==> src/sv/acw_pkg.sv <==
// Shared types, codes and constants for the AIMD congestion window block.
package acw_pkg;

  // Default number of fraction bits in the window and threshold words.
  localparam int unsigned FRACTION_BITS_DEF = 16;

  // Register reset values.
  localparam logic [15:0] RTT_TIMEOUT_RST  = 16'd105;
  localparam logic [31:0] START_WINDOW_RST = 32'd65536;
  localparam logic [31:0] START_THRESH_RST = 32'd4194304;

  // Configuration register indexes.
  localparam int unsigned CFG_IDX_W = 2;
  typedef enum logic [CFG_IDX_W-1:0] {
    CFG_RTT_TIMEOUT  = 2'd0,
    CFG_START_WINDOW = 2'd1,
    CFG_START_THRESH = 2'd2
  } cfg_idx_e;

  // Window update selected by the controller.
  typedef enum logic [1:0] {
    OP_INC = 2'd0,
    OP_DIV = 2'd1,
    OP_CUT = 2'd2
  } op_e;

  // Input request payload.
  typedef struct packed {
    logic [31:0] send_time_ms;
    logic [31:0] ack_time_ms;
  } ack_req_t;

  // Result payload.
  typedef struct packed {
    logic [31:0] window_fixed;
    logic [15:0] window_datagrams;
    logic [31:0] threshold_fixed;
    logic        congestion_seen;
  } result_t;

  // Configuration write payload.
  typedef struct packed {
    logic [CFG_IDX_W-1:0] index;
    logic [31:0]          value;
  } cfg_req_t;

  // Commands from the controller to the datapath.
  typedef struct packed {
    logic load;
    logic div_start;
    logic div_step;
    logic commit;
    op_e  op;
  } ctl_cmd_t;

  // Status from the datapath to the controller.
  typedef struct packed {
    logic congested;
    logic at_or_below;
    logic div_last;
  } dp_status_t;

endpackage

==> src/sv/acw_stream_if.sv <==
// Valid/ready channel carrying one request payload of a given type.
interface acw_stream_if #(
  parameter type T = logic
);
  logic valid;
  logic ready;
  T     data;

  modport source (output valid, output data, input ready);
  modport sink   (input valid, input data, output ready);
endinterface

==> src/sv/acw_datapath.sv <==
// Datapath: registers, window state, radix-2 divider and update logic.
module acw_datapath
  import acw_pkg::*;
#(
  parameter int unsigned FRACTION_BITS = FRACTION_BITS_DEF
) (
  input  logic       clk_i,
  input  logic       rst_ni,
  input  ack_req_t   ack_data_i,
  input  logic       cfg_we_i,
  input  cfg_req_t   cfg_data_i,
  input  ctl_cmd_t   cmd_i,
  output dp_status_t status_o,
  output result_t    res_data_o
);

  // Quotient of 2 << (2*FRACTION_BITS) needs 2*FRACTION_BITS+2 bits.
  localparam int unsigned QW    = 2 * FRACTION_BITS + 2;
  localparam int unsigned CNT_W = $clog2(QW);
  localparam int unsigned SUM_W = ((QW > 32) ? QW : 32) + 1;
  localparam logic [31:0] ONE   = 32'd1 << FRACTION_BITS;
  localparam logic [31:0] THREE = 32'd3 << FRACTION_BITS;

  logic [15:0]      timeout_q;
  logic [31:0]      window_q, window_d;
  logic [31:0]      thresh_q, thresh_d;
  logic [31:0]      rtt_q;
  logic [31:0]      rem_q, rem_d;
  logic [QW-1:0]    quo_q, quo_d;
  logic [CNT_W-1:0] cnt_q;
  result_t          res_q;

  // Comparisons that steer the controller.
  assign status_o.congested   = (rtt_q > {16'd0, timeout_q});
  assign status_o.at_or_below = (window_q <= thresh_q);
  assign status_o.div_last    = (cnt_q == CNT_W'(QW - 1));

  // One restoring division step; the dividend has a single one at its top bit.
  logic        bit_in;
  logic [32:0] trial, diff;
  logic        fits;
  always_comb begin
    bit_in = (cnt_q == '0);
    trial  = {rem_q, bit_in};
    fits   = (trial >= {1'b0, window_q});
    diff   = trial - {1'b0, window_q};
    rem_d  = fits ? diff[31:0] : trial[31:0];
    quo_d  = {quo_q[QW-2:0], fits};
  end

  // New window and threshold for the selected update.
  logic [SUM_W-1:0] sum;
  logic [31:0]      grown, whole_full;
  logic [15:0]      whole;
  always_comb begin
    sum   = SUM_W'(window_q) + ((cmd_i.op == OP_INC) ? SUM_W'(ONE) : SUM_W'(quo_q));
    grown = (|sum[SUM_W-1:32]) ? 32'hFFFF_FFFF : sum[31:0];
    thresh_d = thresh_q;
    case (cmd_i.op)
      OP_INC, OP_DIV: window_d = grown;
      OP_CUT: begin
        window_d = THREE;
        thresh_d = (window_q >> 1) + ONE;
      end
      default: window_d = window_q;
    endcase
    if (window_d < ONE) begin
      window_d = ONE;
    end
    whole_full = window_d >> FRACTION_BITS;
    whole      = (|whole_full[31:16]) ? 16'hFFFF : whole_full[15:0];
  end

  // Control and state registers.
  always_ff @(posedge clk_i or negedge rst_ni) begin
    if (!rst_ni) begin
      timeout_q <= RTT_TIMEOUT_RST;
      window_q  <= START_WINDOW_RST;
      thresh_q  <= START_THRESH_RST;
      cnt_q     <= '0;
    end else begin
      if (cfg_we_i) begin
        case (cfg_idx_e'(cfg_data_i.index))
          CFG_RTT_TIMEOUT:  timeout_q <= cfg_data_i.value[15:0];
          CFG_START_WINDOW: window_q  <= cfg_data_i.value;
          CFG_START_THRESH: thresh_q  <= cfg_data_i.value;
          default: ;
        endcase
      end else if (cmd_i.commit) begin
        window_q <= window_d;
        thresh_q <= thresh_d;
      end
      if (cmd_i.div_start) begin
        cnt_q <= '0;
      end else if (cmd_i.div_step) begin
        cnt_q <= cnt_q + CNT_W'(1);
      end
    end
  end

  // Payload registers: RTT, divider and result.
  always_ff @(posedge clk_i) begin
    if (cmd_i.load) begin
      rtt_q <= ack_data_i.ack_time_ms - ack_data_i.send_time_ms;
    end
    if (cmd_i.div_start) begin
      rem_q <= '0;
      quo_q <= '0;
    end else if (cmd_i.div_step) begin
      rem_q <= rem_d;
      quo_q <= quo_d;
    end
    if (cmd_i.commit) begin
      res_q.window_fixed     <= window_d;
      res_q.window_datagrams <= whole;
      res_q.threshold_fixed  <= thresh_d;
      res_q.congestion_seen  <= (cmd_i.op == OP_CUT);
    end
  end

  assign res_data_o = res_q;

`ifndef SYNTHESIS
  // A committed window is never below one datagram.
  a_window_min: assert property (@(posedge clk_i) disable iff (!rst_ni)
    cmd_i.commit && !cfg_we_i |=> window_q >= ONE)
    else $error("window below one after update");

  // A cut leaves the window at three datagrams.
  a_cut_three: assert property (@(posedge clk_i) disable iff (!rst_ni)
    cmd_i.commit && !cfg_we_i && cmd_i.op == OP_CUT |=> window_q == THREE)
    else $error("cut did not set window to three");

  // The divider remainder stays below the divisor.
  a_rem_bound: assert property (@(posedge clk_i) disable iff (!rst_ni)
    cmd_i.div_step |=> rem_q < window_q)
    else $error("divider remainder out of range");
`endif

endmodule

==> src/sv/acw_controller.sv <==
// Controller: sequences accept, evaluate, divide and commit for each request.
module acw_controller
  import acw_pkg::*;
(
  input  logic       clk_i,
  input  logic       rst_ni,
  input  logic       ack_valid_i,
  output logic       ack_ready_o,
  output logic       res_valid_o,
  input  logic       res_ready_i,
  input  dp_status_t status_i,
  output ctl_cmd_t   cmd_o
);

  typedef enum logic [1:0] {
    ST_IDLE,
    ST_EVAL,
    ST_DIV,
    ST_COMMIT
  } state_e;

  state_e state_q;
  op_e    op_q;
  logic   res_valid_q;
  logic   slot_free;

  // The result register may be refilled when empty or drained this cycle.
  assign slot_free   = !res_valid_q || res_ready_i;
  assign ack_ready_o = (state_q == ST_IDLE);
  assign res_valid_o = res_valid_q;

  assign cmd_o.load      = (state_q == ST_IDLE) && ack_valid_i;
  assign cmd_o.div_start = (state_q == ST_EVAL);
  assign cmd_o.div_step  = (state_q == ST_DIV);
  assign cmd_o.commit    = (state_q == ST_COMMIT) && slot_free;
  assign cmd_o.op        = op_q;

  // State, selected update and result valid flag.
  always_ff @(posedge clk_i or negedge rst_ni) begin
    if (!rst_ni) begin
      state_q     <= ST_IDLE;
      op_q        <= OP_INC;
      res_valid_q <= 1'b0;
    end else begin
      // A drained result clears the flag unless a new one replaces it now.
      if (res_valid_q && res_ready_i && !cmd_o.commit) begin
        res_valid_q <= 1'b0;
      end
      case (state_q)
        ST_IDLE: begin
          if (ack_valid_i) begin
            state_q <= ST_EVAL;
          end
        end
        ST_EVAL: begin
          if (status_i.congested) begin
            op_q    <= OP_CUT;
            state_q <= ST_COMMIT;
          end else if (status_i.at_or_below) begin
            op_q    <= OP_INC;
            state_q <= ST_COMMIT;
          end else begin
            op_q    <= OP_DIV;
            state_q <= ST_DIV;
          end
        end
        ST_DIV: begin
          if (status_i.div_last) begin
            state_q <= ST_COMMIT;
          end
        end
        ST_COMMIT: begin
          if (slot_free) begin
            res_valid_q <= 1'b1;
            state_q     <= ST_IDLE;
          end
        end
        default: state_q <= ST_IDLE;
      endcase
    end
  end

`ifndef SYNTHESIS
  // A commit always produces a pending result next cycle.
  a_commit_valid: assert property (@(posedge clk_i) disable iff (!rst_ni)
    cmd_o.commit |=> res_valid_q)
    else $error("commit without result");

  // A result that waits is never overwritten.
  a_no_overwrite: assert property (@(posedge clk_i) disable iff (!rst_ni)
    res_valid_q && !res_ready_i |-> !cmd_o.commit)
    else $error("pending result overwritten");

  // The last divider step leads straight to the commit.
  a_div_end: assert property (@(posedge clk_i) disable iff (!rst_ni)
    cmd_o.div_step && status_i.div_last |=> state_q == ST_COMMIT)
    else $error("divider end not followed by commit");
`endif

endmodule

==> src/sv/aimd_congestion_window.sv <==
// Top level of the AIMD congestion window block.
// Each accepted acknowledgement request updates the congestion window and
// produces one result request. An acknowledgement is taken in the idle
// state and evaluated in the cycle after it. A growth step at or below the
// threshold and a congestion cut then go to the commit state, which waits
// until the output register is free. Above the threshold the 2/window step
// runs through a radix-2 restoring divider, one quotient bit per cycle, for
// 2*FRACTION_BITS+2 quotient bits (34 at the default of 16). One request is
// in work at a time; a finished result sits in an output register, so the
// next acknowledgement is taken while the previous result still waits.
// Configuration writes are always ready and take effect at once; writing
// the start window or start threshold also loads the live value.
module aimd_congestion_window
  import acw_pkg::*;
#(
  parameter int unsigned FRACTION_BITS = FRACTION_BITS_DEF
) (
  input  logic         clk_i,
  input  logic         rst_ni,
  acw_stream_if.sink   ack_i,
  acw_stream_if.source res_o,
  acw_stream_if.sink   cfg_i
);

  ctl_cmd_t   cmd;
  dp_status_t status;
  logic       cfg_we;
  ack_req_t   ack_data;
  cfg_req_t   cfg_data;
  result_t    res_data;

  // Configuration writes are taken in every cycle.
  assign cfg_i.ready = 1'b1;
  assign cfg_we      = cfg_i.valid;
  assign cfg_data    = cfg_i.data;
  assign ack_data    = ack_i.data;
  assign res_o.data  = res_data;

  acw_controller u_ctrl (
    .clk_i       (clk_i),
    .rst_ni      (rst_ni),
    .ack_valid_i (ack_i.valid),
    .ack_ready_o (ack_i.ready),
    .res_valid_o (res_o.valid),
    .res_ready_i (res_o.ready),
    .status_i    (status),
    .cmd_o       (cmd)
  );

  acw_datapath #(
    .FRACTION_BITS (FRACTION_BITS)
  ) u_dp (
    .clk_i      (clk_i),
    .rst_ni     (rst_ni),
    .ack_data_i (ack_data),
    .cfg_we_i   (cfg_we),
    .cfg_data_i (cfg_data),
    .cmd_i      (cmd),
    .status_o   (status),
    .res_data_o (res_data)
  );

endmodule

==> src/flat_wrapper.sv <==
// flat-port wrapper written by rule: the top's interface ports become plain ports
module aimd_congestion_window_flat import acw_pkg::*;
#(
  parameter int unsigned FRACTION_BITS = FRACTION_BITS_DEF
)
  (clk_i, rst_ni, ack_i_valid, ack_i_data, ack_i_ready, res_o_valid, res_o_data, res_o_ready, cfg_i_valid, cfg_i_data, cfg_i_ready);
  acw_stream_if #(.T(ack_req_t)) ack_i_i ();
  acw_stream_if #(.T(result_t)) res_o_i ();
  acw_stream_if #(.T(cfg_req_t)) cfg_i_i ();
  input  logic clk_i;
  input  logic rst_ni;
  input wire logic [$bits(ack_i_i.valid)-1:0] ack_i_valid;
  input wire logic [$bits(ack_i_i.data)-1:0] ack_i_data;
  output wire logic [$bits(ack_i_i.ready)-1:0] ack_i_ready;
  output wire logic [$bits(res_o_i.valid)-1:0] res_o_valid;
  output wire logic [$bits(res_o_i.data)-1:0] res_o_data;
  input wire logic [$bits(res_o_i.ready)-1:0] res_o_ready;
  input wire logic [$bits(cfg_i_i.valid)-1:0] cfg_i_valid;
  input wire logic [$bits(cfg_i_i.data)-1:0] cfg_i_data;
  output wire logic [$bits(cfg_i_i.ready)-1:0] cfg_i_ready;
  assign ack_i_i.valid = ack_i_valid;
  assign ack_i_i.data = ack_i_data;
  assign ack_i_ready = ack_i_i.ready;
  assign res_o_valid = res_o_i.valid;
  assign res_o_data = res_o_i.data;
  assign res_o_i.ready = res_o_ready;
  assign cfg_i_i.valid = cfg_i_valid;
  assign cfg_i_i.data = cfg_i_data;
  assign cfg_i_ready = cfg_i_i.ready;
  aimd_congestion_window #(.FRACTION_BITS(FRACTION_BITS)) u_core (.clk_i(clk_i), .rst_ni(rst_ni), .ack_i(ack_i_i), .res_o(res_o_i), .cfg_i(cfg_i_i));
endmodule
==> config.mk <==
export PLATFORM = sky130hd
export DESIGN_NAME = aimd_congestion_window_flat
export DESIGN_NICKNAME = d
export VERILOG_FILES = /design/src/sv/acw_pkg.sv /design/src/sv/acw_stream_if.sv /design/src/sv/acw_datapath.sv /design/src/sv/acw_controller.sv /design/src/sv/aimd_congestion_window.sv /design/src/flat_wrapper.sv
export SDC_FILE = /design/constraint.sdc
export NUM_CORES = 1
export LEC_CHECK = 0
export BUFFER_PORTS_ARGS = -buffer_cell sky130_fd_sc_hd__buf_2
export CORE_ASPECT_RATIO = 0.8
export CORE_UTILIZATION = 55
export DETAILED_ROUTE_END_ITERATION = 16
export MAX_ROUTING_LAYER = met4
export PLACE_DENSITY = 0.75
export SLEW_MARGIN = 0
export SYNTH_ARGS = -nofsm -noshare
export SYNTH_HDL_FRONTEND = slang
export SYNTH_HIERARCHICAL = 1
export SYNTH_SLANG_ARGS = --single-unit
==> constraint.sdc <==
create_clock -name clk_i -period 5.45 [get_ports clk_i]
set_input_delay 0.8175 -clock clk_i [delete_from_list [all_inputs] [get_ports clk_i]]
set_output_delay 0.8175 -clock clk_i [all_outputs]
set_load 0.01 [all_outputs]
==> summary.md, run 1 <==
| Metric | Value |
|---|---|
| Status | `finished clean` |
| Ports | `187` |
| DR pass1 iterations | `5` |
| Layout cells sized above 1 | `13.8%` |
| Largest net degree at the start of global routing | `72` |
| Crit Path Category | `flop to flop` |
| Syn_nets | `2279` |
| R2r worst-path depth | `15` |
| Setup Fix Bufs, Post-CTS | `0` |
| Worst Path Arrival | `5170 ps` |
| Hold Crit Class | `input pin to asynchronous set/reset pin` |
| DRC | `0` |
| CTS resizes | `0` |
| Met1 WL | `23100 um` |
| RSZ-0062 raised after global routing | `false` |
| Setup crit start kind | `flop` |
| Core ar. | `0.0316 mm2` |
| Endpoints failing hold | `0` |
| Pwr Total | `10.7 mW` |
| Final nets | `2405` |
| Final core occ | `63.1%` |
| Met2 wire length | `22200 um` |
| Total inserted antenna cells | `0` |
| DP HPWL | `37700 um` |
| Register area share after synthesis | `36.7%` |
| FMAX | `205 MHz` |
| Post-route ant nets | `0` |
| Die X | `203 um` |
| Largest family of logic cells by synthesized area | `compound AO/OA/AOI/OAI gates` |
| Mux share of post-synthesis cell area | `3.78%` |
| Port buffer count | `185` |
| P&R area growth vs syn | `12.2%` |
| Die area | `0.0330 mm2` |
| Synth warn | `6` |
| Via/cell ratio | `6.18` |
| CP startpoint | `u_core/u_ctrl/op_q[1]$_DFFE_PN0P_` |
| Post-synthesis sequential element count | `254` |
| Highest routed metal layer | `met4` |
| Clock Skews | `16.4 ps` |
| Adder-Cell Fraction of Synth Area | `11.1%` |
| DR WL met3 | `4090 um` |
| Reg-to-reg slack, setup | `570 ps` |
| TNS Setup | `0 ps` |
| EDFF count, synth | `97` |
| Initial antenna violation count | `0` |
| TritonCTS clock tree | `yes` |
| Worst R2R Start | `u_core/u_ctrl/op_q[1]$_DFFE_PN0P_` |
| Drt first-iter violations | `1450` |
| Post-Route WL | `51200 um` |
| Fill count | `2700` |
| Cells after Synth | `2021` |
| Die height | `163 um` |
| DR vias | `16000` |
| Synth Flop Type | `edfxtp_1` |
| FF-to-FF End | `u_core/u_dp/res_data_o[60]$_DFFE_PP_` |
| Row cnt | `58` |
| Worst Path Required | `5740 ps` |
| Routed len/inst | `19.8 um` |
| Final Critical Period | `4880 ps` |
| Most frequent cells in the layout | `184 x buf_2, 178 x a21oi_1, 168 x nor2_1, 152 x nand2_1, 150 x ha_1` |
| Vias in the first global route | `14600` |
| Synth Area in XOR/XNOR | `4.59%` |
| Period utilization | `89.6%` |
| GRT Util Overall | `31.4%` |
| Worst Max-Slew Pin Slew | `1000 ps` |
| Commonest non-fill, non-tap cell in the layout | `buf_2` |
| Element type at the critical path end | `flop` |
| Rel. slew slack | `33.1%` |
| Post-synth cell types | `82` |
| H-tree depth | `1` |
| First-pass GRT wire length | `79800 um` |
| Peak VDD IR | `0.000288 V` |
| GRT overflow | `0` |
| Post-synthesis compound-gate area fraction | `22.0%` |
| Max Buffers Root-to-Sink | `3` |
| Clock Root Buffer | `clkbuf_16` |
| CTS hold repair buffers | `0` |
| Num CTS Buffers | `27` |
| P_leak | `8.93 nW` |
| Pwr dens | `538 mW/mm2` |
| Async set-reset flop share out of synthesis | `35.8%` |
| Average size of a mapped cell | `8.78 um2` |
| Max Slew Vio Count | `0` |
| Final setup viols | `0` |
| Simple logic cell fraction of the synthesized area | `15.8%` |
| Routability Congestion | `0.998` |
| Clock Latency Late Sink | `570 ps` |
| Mapped Area | `0.0177 mm2` |
| Maxcap violations | `0` |
| Worst-path clk slew | `60 ps` |
| Initial core utilization | `56.2%` |
| Worst-path maximum fanout | `34` |
| Clock sink total | `254` |
synth_stat cells (48+ instances only):
cell | instances | share of area [%]
dfxtp_1 | 66 | 7.4
a21o_1 | 51 | 2.2
xnor2_1 | 69 | 3.4
a21oi_1 | 178 | 5.0
nor2b_1 | 48 | 1.7
nor3_1 | 54 | 1.5
edfxtp_1 | 97 | 16
clkbuf_1 | 80 | 1.7
ha_1 | 152 | 11
nor2_1 | 169 | 3.6
o21ai_0 | 127 | 3.6
dfrtp_1 | 85 | 12
mux2i_1 | 61 | 3.4
nand2_1 | 152 | 3.2
inv_1 | 148 | 3.1
layer usage:
layer / global-route usage [%] / vias to the layer above
li1: - / 7572
met1: 44.4 / 7551
met2: 46.9 / 751
met3: 3.86 / 114
met4: 10.1 / 0
met5: - / -
logic make-up after synthesis:
| group | after synthesis |
|---|---|
| AO/OA/AOI/OAI | 603 |
| XOR/XNOR | 93 |
| adder cells (fa/ha/maj) | 155 |
| buffers and inverters | 261 |
| flip-flops | 254 |
| multiplexers | 66 |
| other | 1 |
| AND/OR/NAND/NOR | 588 |
worst max-delay path by stage:
stage,end,slack [ps],cells after the start
after floorplan,u_core/u_dp/res_data_o[52]$_DFFE_PP_,1140,16
after global placement,u_core/u_dp/res_data_o[50]$_DFFE_PP_,840,15
after detailed placement,u_core/u_dp/res_data_o[54]$_DFFE_PP_,680,15
after CTS,u_core/u_dp/res_data_o[54]$_DFFE_PP_,670,15
after global routing,u_core/u_dp/res_data_o[49]$_DFFE_PP_,340,15
final,u_core/u_dp/res_data_o[60]$_DFFE_PP_,570,15
through the flow:
step	worst slack (ps)	std cells	instance area (um2)	hold WS, ps
finish	566	2588	19900	346
global route	339	2588	19900	418
CTS	675	2588	19900	394
detailed placement	677	2538	18900	497
global placement	837	2538	18900	492
floorplan	1140	2021	17700	453
sequential cells by signal, indices dropped and copies added, names as in the netlist:
name                       count
u_core/u_dp/thresh_q          32
u_core/u_dp/quo_q             34
u_core/u_dp/timeout_q         16
u_core/u_dp/res_data_o        65
u_core/u_dp/rtt_q             32
u_core/u_dp/window_q          32
u_core/u_ctrl/state_q          2
u_core/u_ctrl/res_valid_o      1
u_core/u_dp/cnt_q              6
u_core/u_ctrl/op_q             2
u_core/u_dp/rem_q             32
worst max-delay path, cell delays in order (launching register included):
cell	delay, ps
dfrtp_1	400
nor2_2	490
nor2b_1	110
ha_1	260
fa_1	440
a211oi_1	310
o211ai_1	210
nand3_1	240
a21oi_2	140
o21ai_0	190
nor2_1	90
or4_1	500
or4_4	440
o32ai_4	220
buf_4	390
a211oi_1	160
power by group:
part           total, mW  switching [mW]  internal [mW]  leakage (nW)
combinational       5.40            3.27           2.13          5.94
clock               2.01           0.824           1.18         0.465
sequential          3.31           0.610           2.70          2.52
layout make-up:
class                      instances  area, um2  share of cell area, %
multi-input combinational       1506      10200                   51.4
clock inverter                    16        219                   1.10
clock buffer                      34        753                   3.78
inverter                         150        563                   2.83
tap                              420        526                   2.64
sequential                       254       6520                   32.7
timing repair buffer             208       1100                   5.53
No activity file was read; power rests on OpenSTA's default activity.
==> run 2: changes to the inputs <==
- CORE_UTILIZATION: 55 -> 38
- PLACE_DENSITY: 0.75 -> default
- SKIP_LAST_GASP: default -> 1
- clock period: 5.45 -> 6.3 ns (I/O delays scaled with it)
==> run 2 against run 1 <==
  * Clock-buffer cell count increased by 4
  * Final area increased by 1.4%
  * Largest power group unchanged
  * Largest cell class unchanged
  * Register-to-register slack improved by 700 ps
  * Utilization decreased by 19 points
  * Sequential share of layout area decreased by 0.47 points
  * Setup slack improved by 700 ps
  * Sequential power decreased by 14%
==> summary.md, run 2 (synthesis gave the netlist of run 1 again) <==
| Metric | Value |
|---|---|
| Setup crit start kind | `flop` |
| Vias in the first global route | `14800` |
| Largest register FFs | `65` |
| TritonCTS clock tree | `yes` |
| Final core occ | `44.0%` |
| Initial core utilization | `38.7%` |
| Routability Congestion | `0.962` |
| Endpoints failing hold | `0` |
| Worst Path Required | `6610 ps` |
| CTS hold repair buffers | `0` |
| Port buffer count | `185` |
| Clock sink total | `254` |
| Period utilization | `79.9%` |
| Pwr dens | `462 mW/mm2` |
| Routed len/inst | `19.1 um` |
| Core ar. | `0.0459 mm2` |
| P_leak | `8.96 nW` |
| GRT Util Overall | `22.6%` |
| Die area | `0.0476 mm2` |
| FMAX | `199 MHz` |
| H-tree depth | `1` |
| Max Buffers Root-to-Sink | `3` |
| Final setup viols | `0` |
| Die X | `244 um` |
| Row cnt | `70` |
| Critical path's slowest cell | `nor4_4` |
| Largest net degree at the start of global routing | `65` |
| Peak VDD IR | `0.000243 V` |
| Status | `finished clean` |
| Crit Path Category | `flop to flop` |
| CTS resizes | `0` |
| Cell Chain, Critical Path | `nor2_2 -> buf_4 -> nor2b_1 -> ha_1 -> a211oi_1 -> o211ai_1 -> a221oi_1 -> nor3b_1 -> nor3_2 -> o31ai_2 -> mux2_2 -> a32oi_1 -> nor4_4 -> buf_4 -> a211oi_1` |
| DP HPWL | `39900 um` |
| Setup Fix Bufs, Post-CTS | `0` |
| Max incr delay on CP | `750 ps` |
| First-pass GRT wire length | `83500 um` |
| Worst-path clk slew | `70 ps` |
| Post-Route WL | `53200 um` |
| DRC | `0` |
| P&R area growth vs syn | `13.9%` |
| Post-route ant nets | `0` |
| Clock Latency Late Sink | `590 ps` |
| Final nets | `2406` |
| Via/cell ratio | `5.61` |
| Drt first-iter violations | `1177` |
| Final Critical Period | `5040 ps` |
| Num CTS Buffers | `29` |
| Max Slew Vio Count | `0` |
| Worst-path maximum fanout | `28` |
| Worst Max-Slew Pin Slew | `1040 ps` |
| Clock Root Buffer | `clkbuf_16` |
| Most frequent cells in the layout | `184 x buf_2, 178 x a21oi_1, 168 x nor2_1, 152 x nand2_1, 150 x ha_1` |
| Rel. slew slack | `29.1%` |
| DR pass1 iterations | `5` |
| Clock Skews | `21.7 ps` |
| Worst Path Arrival | `5350 ps` |
| Initial antenna violation count | `1` |
| Die height | `195 um` |
| Ports | `187` |
| RSZ-0062 raised after global routing | `false` |
| GRT overflow | `0` |
| Layout cells sized above 1 | `13.7%` |
| DR vias | `15600` |
| TNS Setup | `0 ps` |
| Maxcap violations | `0` |
| Element type at the critical path end | `flop` |
| Hold Crit Class | `input pin to asynchronous set/reset pin` |
| Commonest non-fill, non-tap cell in the layout | `buf_2` |
## run 2: cell types whose count changed in the layout (fill, tap and decap cells not counted), sizes merged
cell	previous run	this run
diode	0	1
inv	152	150
clkinv	6	8
clkinvlp	4	2
clkbuf	34	38
buf	208	207
bufinv	4	6
## run 2: final cells by class
cell class / instances / area (um2)
fillers: 4575 / 25700
multi-input cells: 1506 / 10200
diodes: 1 / 2.50
clock buffers: 38 / 779
well taps: 612 / 766
repair buffers: 207 / 1090
flip-flops and latches: 254 / 6520
clock inverters: 16 / 255
inverters: 150 / 563
## run 2: worst paths after layout
kind	cells past startpoint	from	slack [ps]	end
max	15	u_core/u_ctrl/op_q[1]$_DFFE_PN0P_	1260	u_core/u_dp/res_data_o[55]$_DFFE_PP_
min	1	rst_ni	310	u_core/u_dp/thresh_q[28]$_DFFE_PN0P_
max reg2reg	15	u_core/u_ctrl/op_q[1]$_DFFE_PN0P_	1260	u_core/u_dp/res_data_o[55]$_DFFE_PP_
min reg2reg	2	u_core/u_dp/rem_q[7]$_SDFFE_PP0P_	510	u_core/u_dp/rem_q[7]$_SDFFE_PP0P_
max in group asynchronous	2	rst_ni	4760	u_core/u_dp/window_q[14]$_DFFE_PN0P_
min in group clk_i	2	u_core/u_dp/rem_q[7]$_SDFFE_PP0P_	510	u_core/u_dp/rem_q[7]$_SDFFE_PP0P_
## run 2: critical path, delay by kind of cell (launching register included)
family / cells / cell delay, ps
simple gates: 5 / 1530
fa+ha+maj: 1 / 370
flops: 1 / 380
mux: 1 / 320
buf+inv: 2 / 770
compound gates: 6 / 1350
## run 2: metal layers
metal  track usage (%)  vias up  routed length (um)
met3              3.16       81                3560
li1                  -     7561                   -
met5                 -        -                   0
met1              31.7     7443               25200
met4              5.35        0                1200
met2              34.5      542               23200
## run 2: power by group
part,internal (mW),switching (mW)
sequential,2.34,0.509
clock,1.12,0.728
combinational,1.83,2.82
## run 2: per-stage QoR
| stage | hold slack (ps) | instances | power (mW) | instance area, um2 | setup slack, ps |
|---|---|---|---|---|---|
| 6_report | 313 | 2784 | 9.34 | 20200 | 1260 |
| 5_1_grt | 329 | 2784 | 10.0 | 20200 | 887 |
| 4_1_cts | 303 | 2783 | 9.33 | 20200 | 1320 |
| 3_5_place_dp | 497 | 2729 | 7.43 | 19200 | 1340 |
| 3_3_place_gp | 490 | 2729 | 7.38 | 19200 | 1530 |
| 2_1_floorplan | 453 | 2021 | 6.08 | 17700 | 1990 |
